`src/hdl/deadline_event_queue_assert.svh`:
```
// assertion macros shared by the deadline event queue modules
`ifndef DEADLINE_EVENT_QUEUE_ASSERT_SVH
`define DEADLINE_EVENT_QUEUE_ASSERT_SVH

// condition holds at every edge out of reset
`define DLEQ_ASSERT_ALWAYS(label, clk, rst_n, cond) \
    label: assert property (@(posedge clk) disable iff (!rst_n) (cond)) \
        else $error("dleq: invariant violated");

// consequent holds in the same cycle as the antecedent
`define DLEQ_ASSERT_IMP(label, clk, rst_n, ante, cons) \
    label: assert property (@(posedge clk) disable iff (!rst_n) (ante) |-> (cons)) \
        else $error("dleq: same-cycle implication violated");

// consequent holds in the cycle after the antecedent
`define DLEQ_ASSERT_NXT(label, clk, rst_n, ante, cons) \
    label: assert property (@(posedge clk) disable iff (!rst_n) (ante) |=> (cons)) \
        else $error("dleq: next-cycle implication violated");

`endif

```
`src/hdl/dleq_pkg.sv`:
```
// package with item types, codes and control structs of the deadline event queue
`timescale 1ns / 1ps

package dleq_pkg;

    localparam int SLOTS_DEF = 16;
    localparam int ID_W      = 4;
    localparam int TIME_W    = 64;
    // slot numbers are 4 bits wide, so at most this many entries are ever queued
    localparam int MAX_QUEUE = 16;

    localparam logic [1:0] MODE_ADD   = 2'd0;
    localparam logic [1:0] MODE_READD = 2'd1;
    localparam logic [1:0] MODE_TICK  = 2'd2;

    localparam logic [1:0] KIND_ACCEPT  = 2'd0;
    localparam logic [1:0] KIND_REJECT  = 2'd1;
    localparam logic [1:0] KIND_EXPIRED = 2'd2;

    typedef struct packed {
        logic [1:0]        mode;
        logic [ID_W-1:0]   event_id;
        logic [TIME_W-1:0] timeout;
        logic [TIME_W-1:0] now;
    } in_item_t;

    typedef struct packed {
        logic [1:0]      kind;
        logic [ID_W-1:0] event_id_res;
        logic            last;
    } out_item_t;

    typedef struct packed {
        logic       load;
        logic       unlink;
        logic       insert;
        logic       pop;
        logic       emit;
        logic [1:0] kind;
        logic       from_head;
    } dp_cmd_t;

    typedef struct packed {
        logic [1:0] mode;
        logic       id_ok;
        logic       no_interval;
        logic       head_exp;
        logic       next_exp;
        logic       res_free;
    } dp_status_t;

endpackage

```
`src/hdl/dleq_ctrl.sv`:
```
// controller state machine that sequences unlink, insert and expiry passes
`timescale 1ns / 1ps
`include "deadline_event_queue_assert.svh"

module dleq_ctrl (
    input  logic                 clk,
    input  logic                 rst_n,
    input  logic                 op_valid,
    output logic                 op_ready,
    input  dleq_pkg::dp_status_t status,
    output dleq_pkg::dp_cmd_t    cmd
);

    typedef enum logic [1:0] {
        S_IDLE,
        S_UNLINK,
        S_INSERT,
        S_TICK
    } state_t;

    state_t state_reg;
    state_t state_next;

    always_comb
    begin
        cmd        = '0;
        op_ready   = 1'b0;
        state_next = state_reg;
        unique case (state_reg)
            S_IDLE:
            begin
                op_ready = 1'b1;
                if (op_valid)
                begin
                    cmd.load   = 1'b1;
                    state_next = S_UNLINK;
                end
            end
            S_UNLINK:
            begin
                unique case (status.mode) inside
                    dleq_pkg::MODE_ADD, dleq_pkg::MODE_READD:
                    begin
                        if (!status.id_ok)
                        begin
                            if (status.res_free)
                            begin
                                cmd.emit   = 1'b1;
                                cmd.kind   = dleq_pkg::KIND_REJECT;
                                state_next = S_IDLE;
                            end
                        end
                        else
                        begin
                            cmd.unlink = 1'b1;
                            state_next = S_INSERT;
                        end
                    end
                    dleq_pkg::MODE_TICK:
                    begin
                        state_next = S_TICK;
                    end
                    default:
                    begin
                        state_next = S_IDLE;
                    end
                endcase
            end
            S_INSERT:
            begin
                if (status.res_free)
                begin
                    cmd.emit = 1'b1;
                    if (status.no_interval)
                    begin
                        cmd.kind = dleq_pkg::KIND_REJECT;
                    end
                    else
                    begin
                        cmd.insert = 1'b1;
                        cmd.kind   = dleq_pkg::KIND_ACCEPT;
                    end
                    state_next = S_IDLE;
                end
            end
            S_TICK:
            begin
                if (!status.head_exp)
                begin
                    state_next = S_IDLE;
                end
                else if (status.res_free)
                begin
                    cmd.pop       = 1'b1;
                    cmd.emit      = 1'b1;
                    cmd.kind      = dleq_pkg::KIND_EXPIRED;
                    cmd.from_head = 1'b1;
                    if (!status.next_exp)
                    begin
                        state_next = S_IDLE;
                    end
                end
            end
            default:
            begin
                state_next = S_IDLE;
            end
        endcase
    end

    always_ff @(posedge clk or negedge rst_n)
    begin
        if (!rst_n)
        begin
            state_reg <= S_IDLE;
        end
        else
        begin
            state_reg <= state_next;
        end
    end

    `DLEQ_ASSERT_IMP(a_emit_has_room, clk, rst_n, cmd.emit, status.res_free)
    `DLEQ_ASSERT_IMP(a_pop_only_expired, clk, rst_n, cmd.pop, status.head_exp)
    `DLEQ_ASSERT_IMP(a_insert_valid_id, clk, rst_n, cmd.insert, status.id_ok && !status.no_interval)

endmodule

```
`config.mk`:
```
export PLATFORM = sky130hd
export DESIGN_NAME = dleq_ctrl
export DESIGN_NICKNAME = d
export VERILOG_FILES = /design/src/hdl/dleq_pkg.sv /design/src/hdl/dleq_ctrl.sv
export VERILOG_INCLUDE_DIRS = /design/src /design/src/hdl
export SDC_FILE = /design/constraint.sdc
export NUM_CORES = 1
export LEC_CHECK = 0
export BUFFER_PORTS_ARGS = -buffer_cell sky130_fd_sc_hd__buf_2
export CAP_MARGIN = 20
export CORE_AREA = 2 2 39 41
export CTS_BUF_LIST = sky130_fd_sc_hd__clkbuf_4 sky130_fd_sc_hd__clkbuf_8 sky130_fd_sc_hd__clkbuf_16
export CTS_CLUSTER_DIAMETER = 150
export DETAILED_ROUTE_END_ITERATION = 6
export DIE_AREA = 0 0 41 43
export GPL_TIMING_DRIVEN = 0
export PLACE_DENSITY = 0.43
export SLEW_MARGIN = 20
export SYNTH_ARGS = -nofsm -noshare
export SYNTH_HDL_FRONTEND = slang
export SYNTH_SLANG_ARGS = --single-unit
```
`constraint.sdc`:
```
create_clock -name clk -period 1.3 [get_ports clk]
set_input_delay 0.13 -clock clk [delete_from_list [all_inputs] [get_ports clk]]
set_output_delay 0.13 -clock clk [all_outputs]
set_load 0.02 [all_outputs]
```
# Word level (Yosys, flattened, before mapping)
# Index checks and enable logic that the tools add are counted.
# classes
eq_ne	8
mux	27
reduce_logical	4
# ops
op	n
two-way mux 1 bit	12
two-way mux 2 bit	6
two-way mux 3 bit	4
two-way mux 5 bit	2
case mux 3 bit (3 select lines)	1
case mux 2 bit (4 select lines)	1
equality test 2 bit, second input constant	3
inequality test 3 bit, second input constant	2
equality test 2 x 1 -> 1 bit, second input constant	2
logical NOT 2 bit	2
case mux 2 bit (2 select lines)	1
AND reduction 3 bit	1
inequality test 2 bit, second input constant	1
OR reduction 2 bit	1
# totals
register_bits	2
input_bits	10
out_inout_bits	9
elab_cells	40

# Longest topological paths before layout
# Gate-level depths: netlist of run 1.
# logic_depth
ltp_word	4
mapped_depth	4
ltp_nobuf	3

# Least setup slack after synthesis of run 1
# OpenSTA, ideal clock, no wires.
# synth_path
path_type	flip-flop to output port
from	reg state_reg[1]
to	out cmd[1] (netlist name)
t_arrival_ps	1293
slack_ps	-123
path_stages_with_launch	5
path_cell_list	dfrtp_1 > buf_6 > nand2b_4 > or3_1 > a21oi_1
# synth_rtl
item	line_no	text
start, declared	dleq_ctrl.sv:21	state_t state_reg;
start signal, assigned	dleq_ctrl.sv:119	state_reg <= state_next;
end, declared	dleq_ctrl.sv:11	output dleq_pkg::dp_cmd_t cmd

==> results of run 1 <==
## worst max-delay path by stage
stage	start	to	slack, ns	cells past startpoint
2_1_floorplan	state_reg[1]	cmd[1]	-0.02	4
3_3_place_gp	state_reg[1]	cmd[1]	-0.14	5
3_5_place_dp	state_reg[1]	cmd[1]	-0.13	5
4_1_cts	state_reg[1]	cmd[3]	-0.35	5
5_1_grt	state_reg[1]	cmd[3]	-0.24	4
6_report	state_reg[1]	cmd[3]	-0.18	4
## Yosys cell counts (all sizes together)
cell / n
or2b: 1
o211ai: 1
dfrtp: 2
nor3b: 1
nand2b: 1
and2: 1
o32ai: 1
mux2i: 1
buf: 3
nand2: 2
nor3: 2
a21oi: 2
nand4: 1
nor2: 4
inv: 3
a211oi: 1
nand3: 3
or3: 1
## stage by stage
stage	hold WS [ns]	power, mW	instances
after global routing	0.2278	0.9930	75
after global placement	-0.08462	0.5392	65
after detailed placement	-0.08354	0.5362	65
final	0.1963	0.9135	75
after floorplan	-0.1656	0.4253	31
after CTS	0.2021	0.7973	72
## cell families after synthesis
family | after synthesis | synth area share, %
multiplexers | 1 | 4.420
flip-flops | 2 | 22.10
AND/OR/NAND/NOR | 17 | 41.99
buffers and inverters | 6 | 16.57
AO/OA/AOI/OAI | 5 | 14.92
## layer usage
metal	vias up	global-route usage (%)	part of all wire (%)	wire length (µm)
met3	0	4.712	4.1	28
met4	0	8.000	0	0
met2	7	14.06	55	374
li1	164	-	-	-
met5	-	0	0	0
met1	146	9.615	41	276
## final cells by class
class | instances | area (µm²)
fill | 149 | 869.6
multi-input combinational | 23 | 198.9
timing repair buffer | 26 | 195.2
buffer | 2 | 15.01
inverter | 3 | 11.26
sequential | 2 | 51.30
clock buffer | 3 | 22.52
tap | 16 | 20.02
## where the power goes
part / internal [mW] / switching [mW] / total [mW]
sequential: 0.0943 / 0.0411 / 0.135
combinational: 0.353 / 0.289 / 0.642
clock: 0.102 / 0.0343 / 0.136
total: 0.549 / 0.364 / 0.913
## critical path, cell delays in order (launching register included)
cell,delay (ns)
dfrtp_1,0.37
nand2b_4,0.14
or3_4,0.36
a21oi_4,0.13
buf_6,0.13
## what timing repair did
item | 4_1_cts | 5_1_grt
endpoints found under the hold margin | 2 | 0
setup endpoints to repair | 6 | 9
pin swaps | 4 | 6
hold buffers | 1 | 0
setup buffers | 3 | 5
gates resized for setup | 9 | 15
cloned | 0 | 0
==> run summary, run 1 <==
Worst EP arrival: 1.35 ns
post-place setup slack: -0.1332 ns
r2r startpoint: state_reg[0]
Crit. End Element: primary output
Die W: 41 µm
final setup fails: 6
die area: 1763 µm²
clock slew at reported path FFs: 0.03 ns
Hold/Removal Path Class: in -> reg
Layout Nets: 71
max-cap violation count: 0
CTS root buf: clkbuf_4
ANT nets after route: 0
outcome: complete, but fails checks
WHS Endpoint: state_reg[0]
Peak Freq: 673.9 MHz
relative slew slack: 79.42%
Clock Latency Late Sink: 0.22 ns
final core utilization: 37.16%
clock sinks: 2
HP Start: status[1]
Crit Reg-Reg Endpoint: state_reg[0]
core area: 1384 µm²
# IOs: 19
WS Path Type: reg -> out
critical path data required time: 1.17 ns
Yosys warning total: 0
Mapped Area: 226.5 µm²
flops & latches, synth: 2
all-layer global routing usage: 9.629%
sequential fraction of the synthesis area: 22.10%
num rows: 14
CTS H-tree depth: 1
VDD IR max: 0.9418 mV
area leader, netlist: dfrtp_1
Die H: 43 µm
Worst-Margin Slew: 0.3084 ns
top cell type's share of synthesized area: 22.10%
Mapped Nets: 41
total wire length: 680 µm
Period minus WS final: 1.484 ns
vias per inst: 4.227
fin crit share: 114.2%
Worst Setup Start Kind: flip-flop
max reg flops: 2
unrepaired setup endpoints after global routing: yes
crit-path max FO: 2
Mapped Avg Cell Area: 7.305 µm²
ant diodes: 0
failing checks: setup timing
Hold Crit Depth: 3
final hold vios: 0
GRT Residual Overflow: 0
TritonCTS clock tree: built
DRC: 0
static leakage: 0.2424 nW
clk buf depth: 2
layout cells sized above 1: 69.49%
vias: 317
max-slew violations: 0
initial antenna violation count: 0
first-pass iteration count of the detailed router: 4
most common cell after layout, fill and taps aside: buf_4
Synth area leaders: dfrtp_1 22%, nand3_1 6.6%, buf_4 6.6%
pwr/cell area: 1776 nW/µm²
Worst Reg-to-Reg Cells: 4
post-synth cell types: 19
r2r setup slk: 0.18 ns
global-route wire length before repair: 1048 µm
area growth from synthesis to layout: 127.1%
DPL Wire Length: 502.5 µm
most frequent cells in the layout: 11 x buf_4, 10 x buf_2, 6 x buf_6, 3 x inv_1, 3 x clkbuf_4
largest net degree at the start of global routing: 9
GP Congestion: 0.7159
initial DRC count: 2
number of buffers created by CTS: 3
Final TNS setup: -0.6924 ns
Final Cell Area: 514.2 µm²
final setup margin: -0.1840 ns
clk_skew: 0.004146 ns
Starting Density: 16.37%
input/output buffers: 18
Post-Synthesis Cells: 31
cell area after placement: 364.1 µm²
vias in the first global route: 274
DR WL/cell: 9.067 µm
No activity file was read; power rests on OpenSTA's default activity.
==> run 2, diff against run 1 <==
==> constraint.sdc (replaced) <==
create_clock -name clk -period 1.3 [get_ports clk]
set_input_delay 0.26 -clock clk [delete_from_list [all_inputs] [get_ports clk]]
set_output_delay 0.26 -clock clk [all_outputs]
set_load 0.02 [all_outputs]
==> run 2 against run 1 <==
Effect of this change:
- the run still ends with setup timing left
- first-iteration DRC count up 50%
- sequential power up 6%
- die area unchanged
- global-route usage down 0.091 points
- non-clock buffer count fell by 4
- clock skew is 0.0026 ns higher
- total power shrank 15%
- hold slack better by 0.13 ns
- final cell count fell by 5.3%
- design area down 9.7%
- clock power is essentially flat
- largest power group unchanged
==> run summary, run 2 (synthesized netlist as in run 1, its figures left out) <==
outcome: complete, but fails checks (unchanged)
failing checks: setup timing (unchanged)
num rows: 14 (unchanged)
final setup margin: -0.3505 ns (was -0.1840 ns)
WS Path Type: reg -> out (unchanged)
CP top delay family: simple AND/OR/NAND/NOR gates (unchanged)
static leakage: 0.2168 nW (was 0.2424 nW)
global-route wire length before repair: 1090 µm (was 1048 µm)
Worst Setup Start Kind: flip-flop (unchanged)
GRT Residual Overflow: 0 (unchanged)
crit-path max FO: 2 (unchanged)
total wire length: 673 µm (was 680 µm)
placed insts: 65 (unchanged)
die area: 1763 µm² (unchanged)
max-slew violations: 0 (unchanged)
Starting Density: 16.37% (unchanged)
CTS root buf: clkbuf_4 (unchanged)
max reg flops: 2 (unchanged)
clk_skew: 0.006696 ns (was 0.004146 ns)
Layout Nets: 67 (was 71)
Final TNS setup: -1.831 ns (was -0.6924 ns)
DR WL/cell: 9.479 µm (was 9.067 µm)
TritonCTS clock tree: built (unchanged)
Hold/Removal Path Class: in -> reg (unchanged)
number of buffers created by CTS: 3 (unchanged)
layout cells sized above 1: 61.82% (was 69.49%)
critical path data required time: 1.04 ns (was 1.17 ns)
clock slew at reported path FFs: 0.03 ns (about the same)
DR WL met2: 359 µm (was 374 µm)
pwr/cell area: 1673 nW/µm² (was 1776 nW/µm²)
total length of routed met3 wires: 47 µm (was 28 µm)
area growth from synthesis to layout: 105.0% (was 127.1%)
total power: 776.4 µW (was 913.5 µW)
final hold vios: 0 (unchanged)
most frequent cells in the layout: 10 x buf_4, 9 x buf_2, 4 x buf_6 (was 11 x buf_4, 10 x buf_2, 6 x buf_6, 3 x inv_1, 3 x clkbuf_4)
CP Buf/Inv Count: 1 (unchanged)
core area: 1384 µm² (unchanged)
DPL Wire Length: 521.6 µm (was 502.5 µm)
top layer in use: met3 (unchanged)
vias in the first global route: 288 (was 274)
ANT nets after route: 0 (unchanged)
max-cap violation count: 0 (unchanged)
fin crit share: 127.0% (was 114.2%)
Worst-Margin Slew: 0.3056 ns (was 0.3084 ns)
first-pass iteration count of the detailed router: 2 (was 4)
relative slew slack: 79.60% (was 79.42%)
crit path cell chain: nand2b_4 > or3_4 > a21oi_4 > buf_6 (unchanged)
ant diodes: 0 (unchanged)
initial DRC count: 3 (was 2)
initial antenna violation count: 0 (unchanged)
Worst EP arrival: 1.39 ns (was 1.35 ns)
Largest stage delay, worst path: 0.37 ns (about the same)
clock sinks: 2 (unchanged)
cell area after placement: 371.6 µm² (was 364.1 µm²)
final core utilization: 33.54% (was 37.16%)
post-place setup slack: -0.2698 ns (was -0.1332 ns)
# IOs: 19 (unchanged)
GP Congestion: 0.6508 (was 0.7159)
DRC: 0 (unchanged)
largest net degree at the start of global routing: 9 (unchanged)
VDD IR max: 0.7558 mV (was 0.9418 mV)
Die H: 43 µm (unchanged)
Non-Filler Instances: 71 (was 75)
clk buf depth: 2 (unchanged)
vias per inst: 4.085 (was 4.227)
most common cell after layout, fill and taps aside: buf_4 (unchanged)
Final Cell Area: 464.2 µm² (was 514.2 µm²)
all-layer global routing usage: 9.538% (was 9.629%)
final setup fails: 9 (was 6)
unrepaired setup endpoints after global routing: yes (unchanged)
Peak Freq: 605.9 MHz (was 673.9 MHz)
slowest cell on the critical path: dfrtp_1 (unchanged)
hold slack: 0.3289 ns (was 0.1963 ns)
CTS H-tree depth: 1 (unchanged)
Crit. End Element: primary output (unchanged)
vias: 290 (was 317)
Die W: 41 µm (unchanged)
Period minus WS final: 1.650 ns (was 1.484 ns)
input/output buffers: 18 (unchanged)
WL met1: 265 µm (was 276 µm)
FILL cells: 157 (was 149)
Clock Latency Late Sink: 0.22 ns (about the same)
[run 2: worst paths after layout]
check                      cells past startpoint    startpoint      endpoint  slack, ns
min                                            3     status[1]  state_reg[0]       0.33
max reg2reg                                    3  state_reg[1]  state_reg[0]       0.27
min reg2reg                                    2  state_reg[0]  state_reg[1]       0.69
max                                            4  state_reg[1]        cmd[1]      -0.35
max in group asynchronous                      2         rst_n  state_reg[0]       0.84
min in group asynchronous                      2         rst_n  state_reg[1]       0.35
[run 2: report_power, final]
group | switching (mW) | internal [mW] | total, mW | leakage [nW]
clock | 0.0336 | 0.102 | 0.135 | 0.0138
combinational | 0.241 | 0.257 | 0.498 | 0.179
sequential | 0.0490 | 0.0943 | 0.143 | 0.0239
total | 0.323 | 0.453 | 0.776 | 0.217
[run 2: worst min-delay path: stages]
cell     delay [ns]
buf_2          0.09
nor2_1         0.03
o32ai_1        0.11
[run 2: layout make-up]
cell class / count / area (µm²) / share of cell area, %
Clock buffer: 3 / 22.52 / 4.852
Multi-Input combinational cell: 23 / 183.9 / 39.62
Tap cell: 16 / 20.02 / 4.313
Timing Repair Buffer: 22 / 160.2 / 34.50
Sequential cell: 2 / 51.30 / 11.05
Inverter: 3 / 11.26 / 2.426
Buffer: 2 / 15.01 / 3.235
[run 2: timing repair]
item	4_1_cts	5_1_grt
gates resized for setup	10	6
endpoints found under the setup margin	8	9
endpoints found under the hold margin	2	0
pin swaps	3	4
buffers inserted	2	2
gates cloned	0	0
hold buffers	1	0
[run 2: layer usage]
metal	vias up	global-route usage, %
met4	0	10.00
li1	155	-
met3	0	0
met5	-	0
met2	11	14.69
met1	124	10.61
==> run 3, diff against run 2 <==
==> constraint.sdc (replaced) <==
create_clock -name clk -period 1.6 [get_ports clk]
set_input_delay 0.32 -clock clk [delete_from_list [all_inputs] [get_ports clk]]
set_output_delay 0.32 -clock clk [all_outputs]
set_load 0.02 [all_outputs]
==> run 3 against run 2 <==
Effect of this change:
- core utilization decreased by 2.5 points
- the run still ends with setup timing left
- hold slack better by 0.046 ns
- largest power group unchanged
- design area shrank 7.5%
- critical endpoint unchanged
- worst setup slack improved by 0.23 ns
- wire length increased by 4.5%
- highest routed layer unchanged
- clock power shrank 15%
- sequential share of layout area is 0.90 points higher
- sequential power shrank 30%
- total power down 21%
- final cell count grew 1.4%
==> run summary, run 3 (synthesized netlist as in run 1, its figures left out) <==
outcome: complete, but fails checks (unchanged)
failing checks: setup timing (unchanged)
fin crit share: 107.4%
clock sinks: 2 (unchanged)
first-pass iteration count of the detailed router: 2 (unchanged)
Starting Density: 16.37% (unchanged)
Worst EP arrival: 1.40 ns (was 1.39 ns)
final setup margin: -0.1184 ns (was -0.3505 ns)
relative slew slack: 83.30% (was 79.60%)
ant diodes: 0 (unchanged)
post-place setup slack: 0.006533 ns (was -0.2698 ns)
ANT nets after route: 0 (unchanged)
most frequent cells in the layout: 12 x buf_4, 12 x buf_2, 3 x inv_1, 3 x nor2_1, 3 x clkbuf_4 (was 10 x buf_4, 9 x buf_2, 4 x buf_6)
hold slack: 0.3754 ns (was 0.3289 ns)
final core utilization: 31.01% (was 33.54%)
Period minus WS final: 1.718 ns
crit-path max FO: 2 (unchanged)
total power: 612.0 µW (was 776.4 µW)
WS Path Type: reg -> out (unchanged)
Clock Latency Late Sink: 0.23 ns (was 0.22 ns)
pwr/cell area: 1426 nW/µm² (was 1673 nW/µm²)
Non-Filler Instances: 72 (was 71)
core area: 1384 µm² (unchanged)
num rows: 14 (unchanged)
die area: 1763 µm² (unchanged)
input/output buffers: 18 (unchanged)
total wire length: 703 µm (was 673 µm)
vias: 311 (was 290)
placed insts: 65 (unchanged)
slowest cell on the critical path: or3_4 (was dfrtp_1)
max-cap violation count: 0 (unchanged)
clk_skew: 0.001556 ns (was 0.006696 ns)
GRT Residual Overflow: 0 (unchanged)
Die W: 41 µm (unchanged)
max reg flops: 2 (unchanged)
global-route wire length before repair: 1048 µm (was 1090 µm)
unrepaired setup endpoints after global routing: yes (unchanged)
# IOs: 19 (unchanged)
critical path data required time: 1.28 ns (was 1.04 ns)
crit path cell chain: nand2b_4 > or3_4 > a21oi_2 > buf_4 (was nand2b_4 > or3_4 > a21oi_4 > buf_6)
initial DRC count: 3 (unchanged)
area growth from synthesis to layout: 89.50% (was 105.0%)
all-layer global routing usage: 8.809% (was 9.538%)
final setup fails: 2 (was 9)
static leakage: 0.2163 nW (was 0.2168 nW)
DRC: 0 (unchanged)
Peak Freq: 581.9 MHz
DPL Wire Length: 490 µm (was 521.6 µm)
final hold vios: 0 (unchanged)
Largest stage delay, worst path: 0.38 ns (was 0.37 ns)
VDD IR max: 0.3347 mV (was 0.7558 mV)
TritonCTS clock tree: built (unchanged)
Die H: 43 µm (unchanged)
Hold/Removal Path Class: in -> reg (unchanged)
layout cells sized above 1: 62.50% (was 61.82%)
clk buf depth: 2 (unchanged)
vias per inst: 4.319 (was 4.085)
initial antenna violation count: 0 (unchanged)
vias in the first global route: 264 (was 288)
Layout Nets: 68 (was 67)
Crit. End Element: primary output (unchanged)
number of buffers created by CTS: 3 (unchanged)
CTS root buf: clkbuf_4 (unchanged)
Worst-Margin Slew: 0.2490 ns (was 0.3056 ns)
largest net degree at the start of global routing: 9 (unchanged)
max-slew violations: 0 (unchanged)
Worst Setup Start Kind: flip-flop (unchanged)
CTS H-tree depth: 1 (unchanged)
GP Congestion: 0.6665 (was 0.6508)
clock slew at reported path FFs: 0.03 ns (about the same)
DR WL/cell: 9.764 µm (was 9.479 µm)
## run 3: timing repair
action,in CTS,in global routing
gates resized for setup,11,2
pin swaps,2,3
hold buffers,1,0
setup buffers,2,2
endpoints found under the hold margin,2,0
endpoints found under the setup margin,4,7
## run 3: cell type report
cell class	count	area, µm²
inverter	3	11.26
fill	156	954.7
tap	16	20.02
timing repair buffer	23	145.1
multi-input combinational	23	163.9
buffer	2	15.01
clock buffer	3	22.52
sequential	2	51.30
## run 3: report_power, final
part           internal (mW)  switching (mW)
Clock                 0.0830          0.0318
Sequential            0.0766          0.0232
Combinational          0.194           0.203
Total                  0.354           0.258
## run 3: worst max-delay path, delay by kind of cell (launching register included)
kind            cells  cell delay [ns]
simple gates        2             0.52
buf+inv             1             0.14
flops               1             0.37
compound gates      1             0.14
## run 3: path summary, 6_finish.rpt
check	start	endpoint	slack (ns)	cells past startpoint
worst max-delay path	state_reg[1]	cmd[1]	-0.12	4
worst min-delay path	status[1]	state_reg[0]	0.38	3
worst max register to register	state_reg[0]	state_reg[1]	0.52	4
worst min register to register	state_reg[1]	state_reg[0]	0.64	2
max in group asynchronous	rst_n	state_reg[0]	1.09	2
min in group asynchronous	rst_n	state_reg[0]	0.40	2
## run 3: layer usage
layer | wire length, µm | part of all wire, % | global-route usage, %
met1 | 317 | 45 | 11.46
met2 | 298 | 42 | 11.25
met4 | 0 | 0 | 4.000
met5 | 0 | 0 | 0
met3 | 87 | 12 | 5.236
## run 3: metrics by stage
| step | TNS [ns] | cell area, µm² |
|---|---|---|
| after global routing | -0.3535 | 429.2 |
| final | -0.2158 | 429.2 |
| after floorplan | -0.02694 | 226.5 |
| after CTS | -0.3612 | 417.9 |
| after detailed placement | 0 | 336.6 |
| after global placement | 0 | 336.6 |
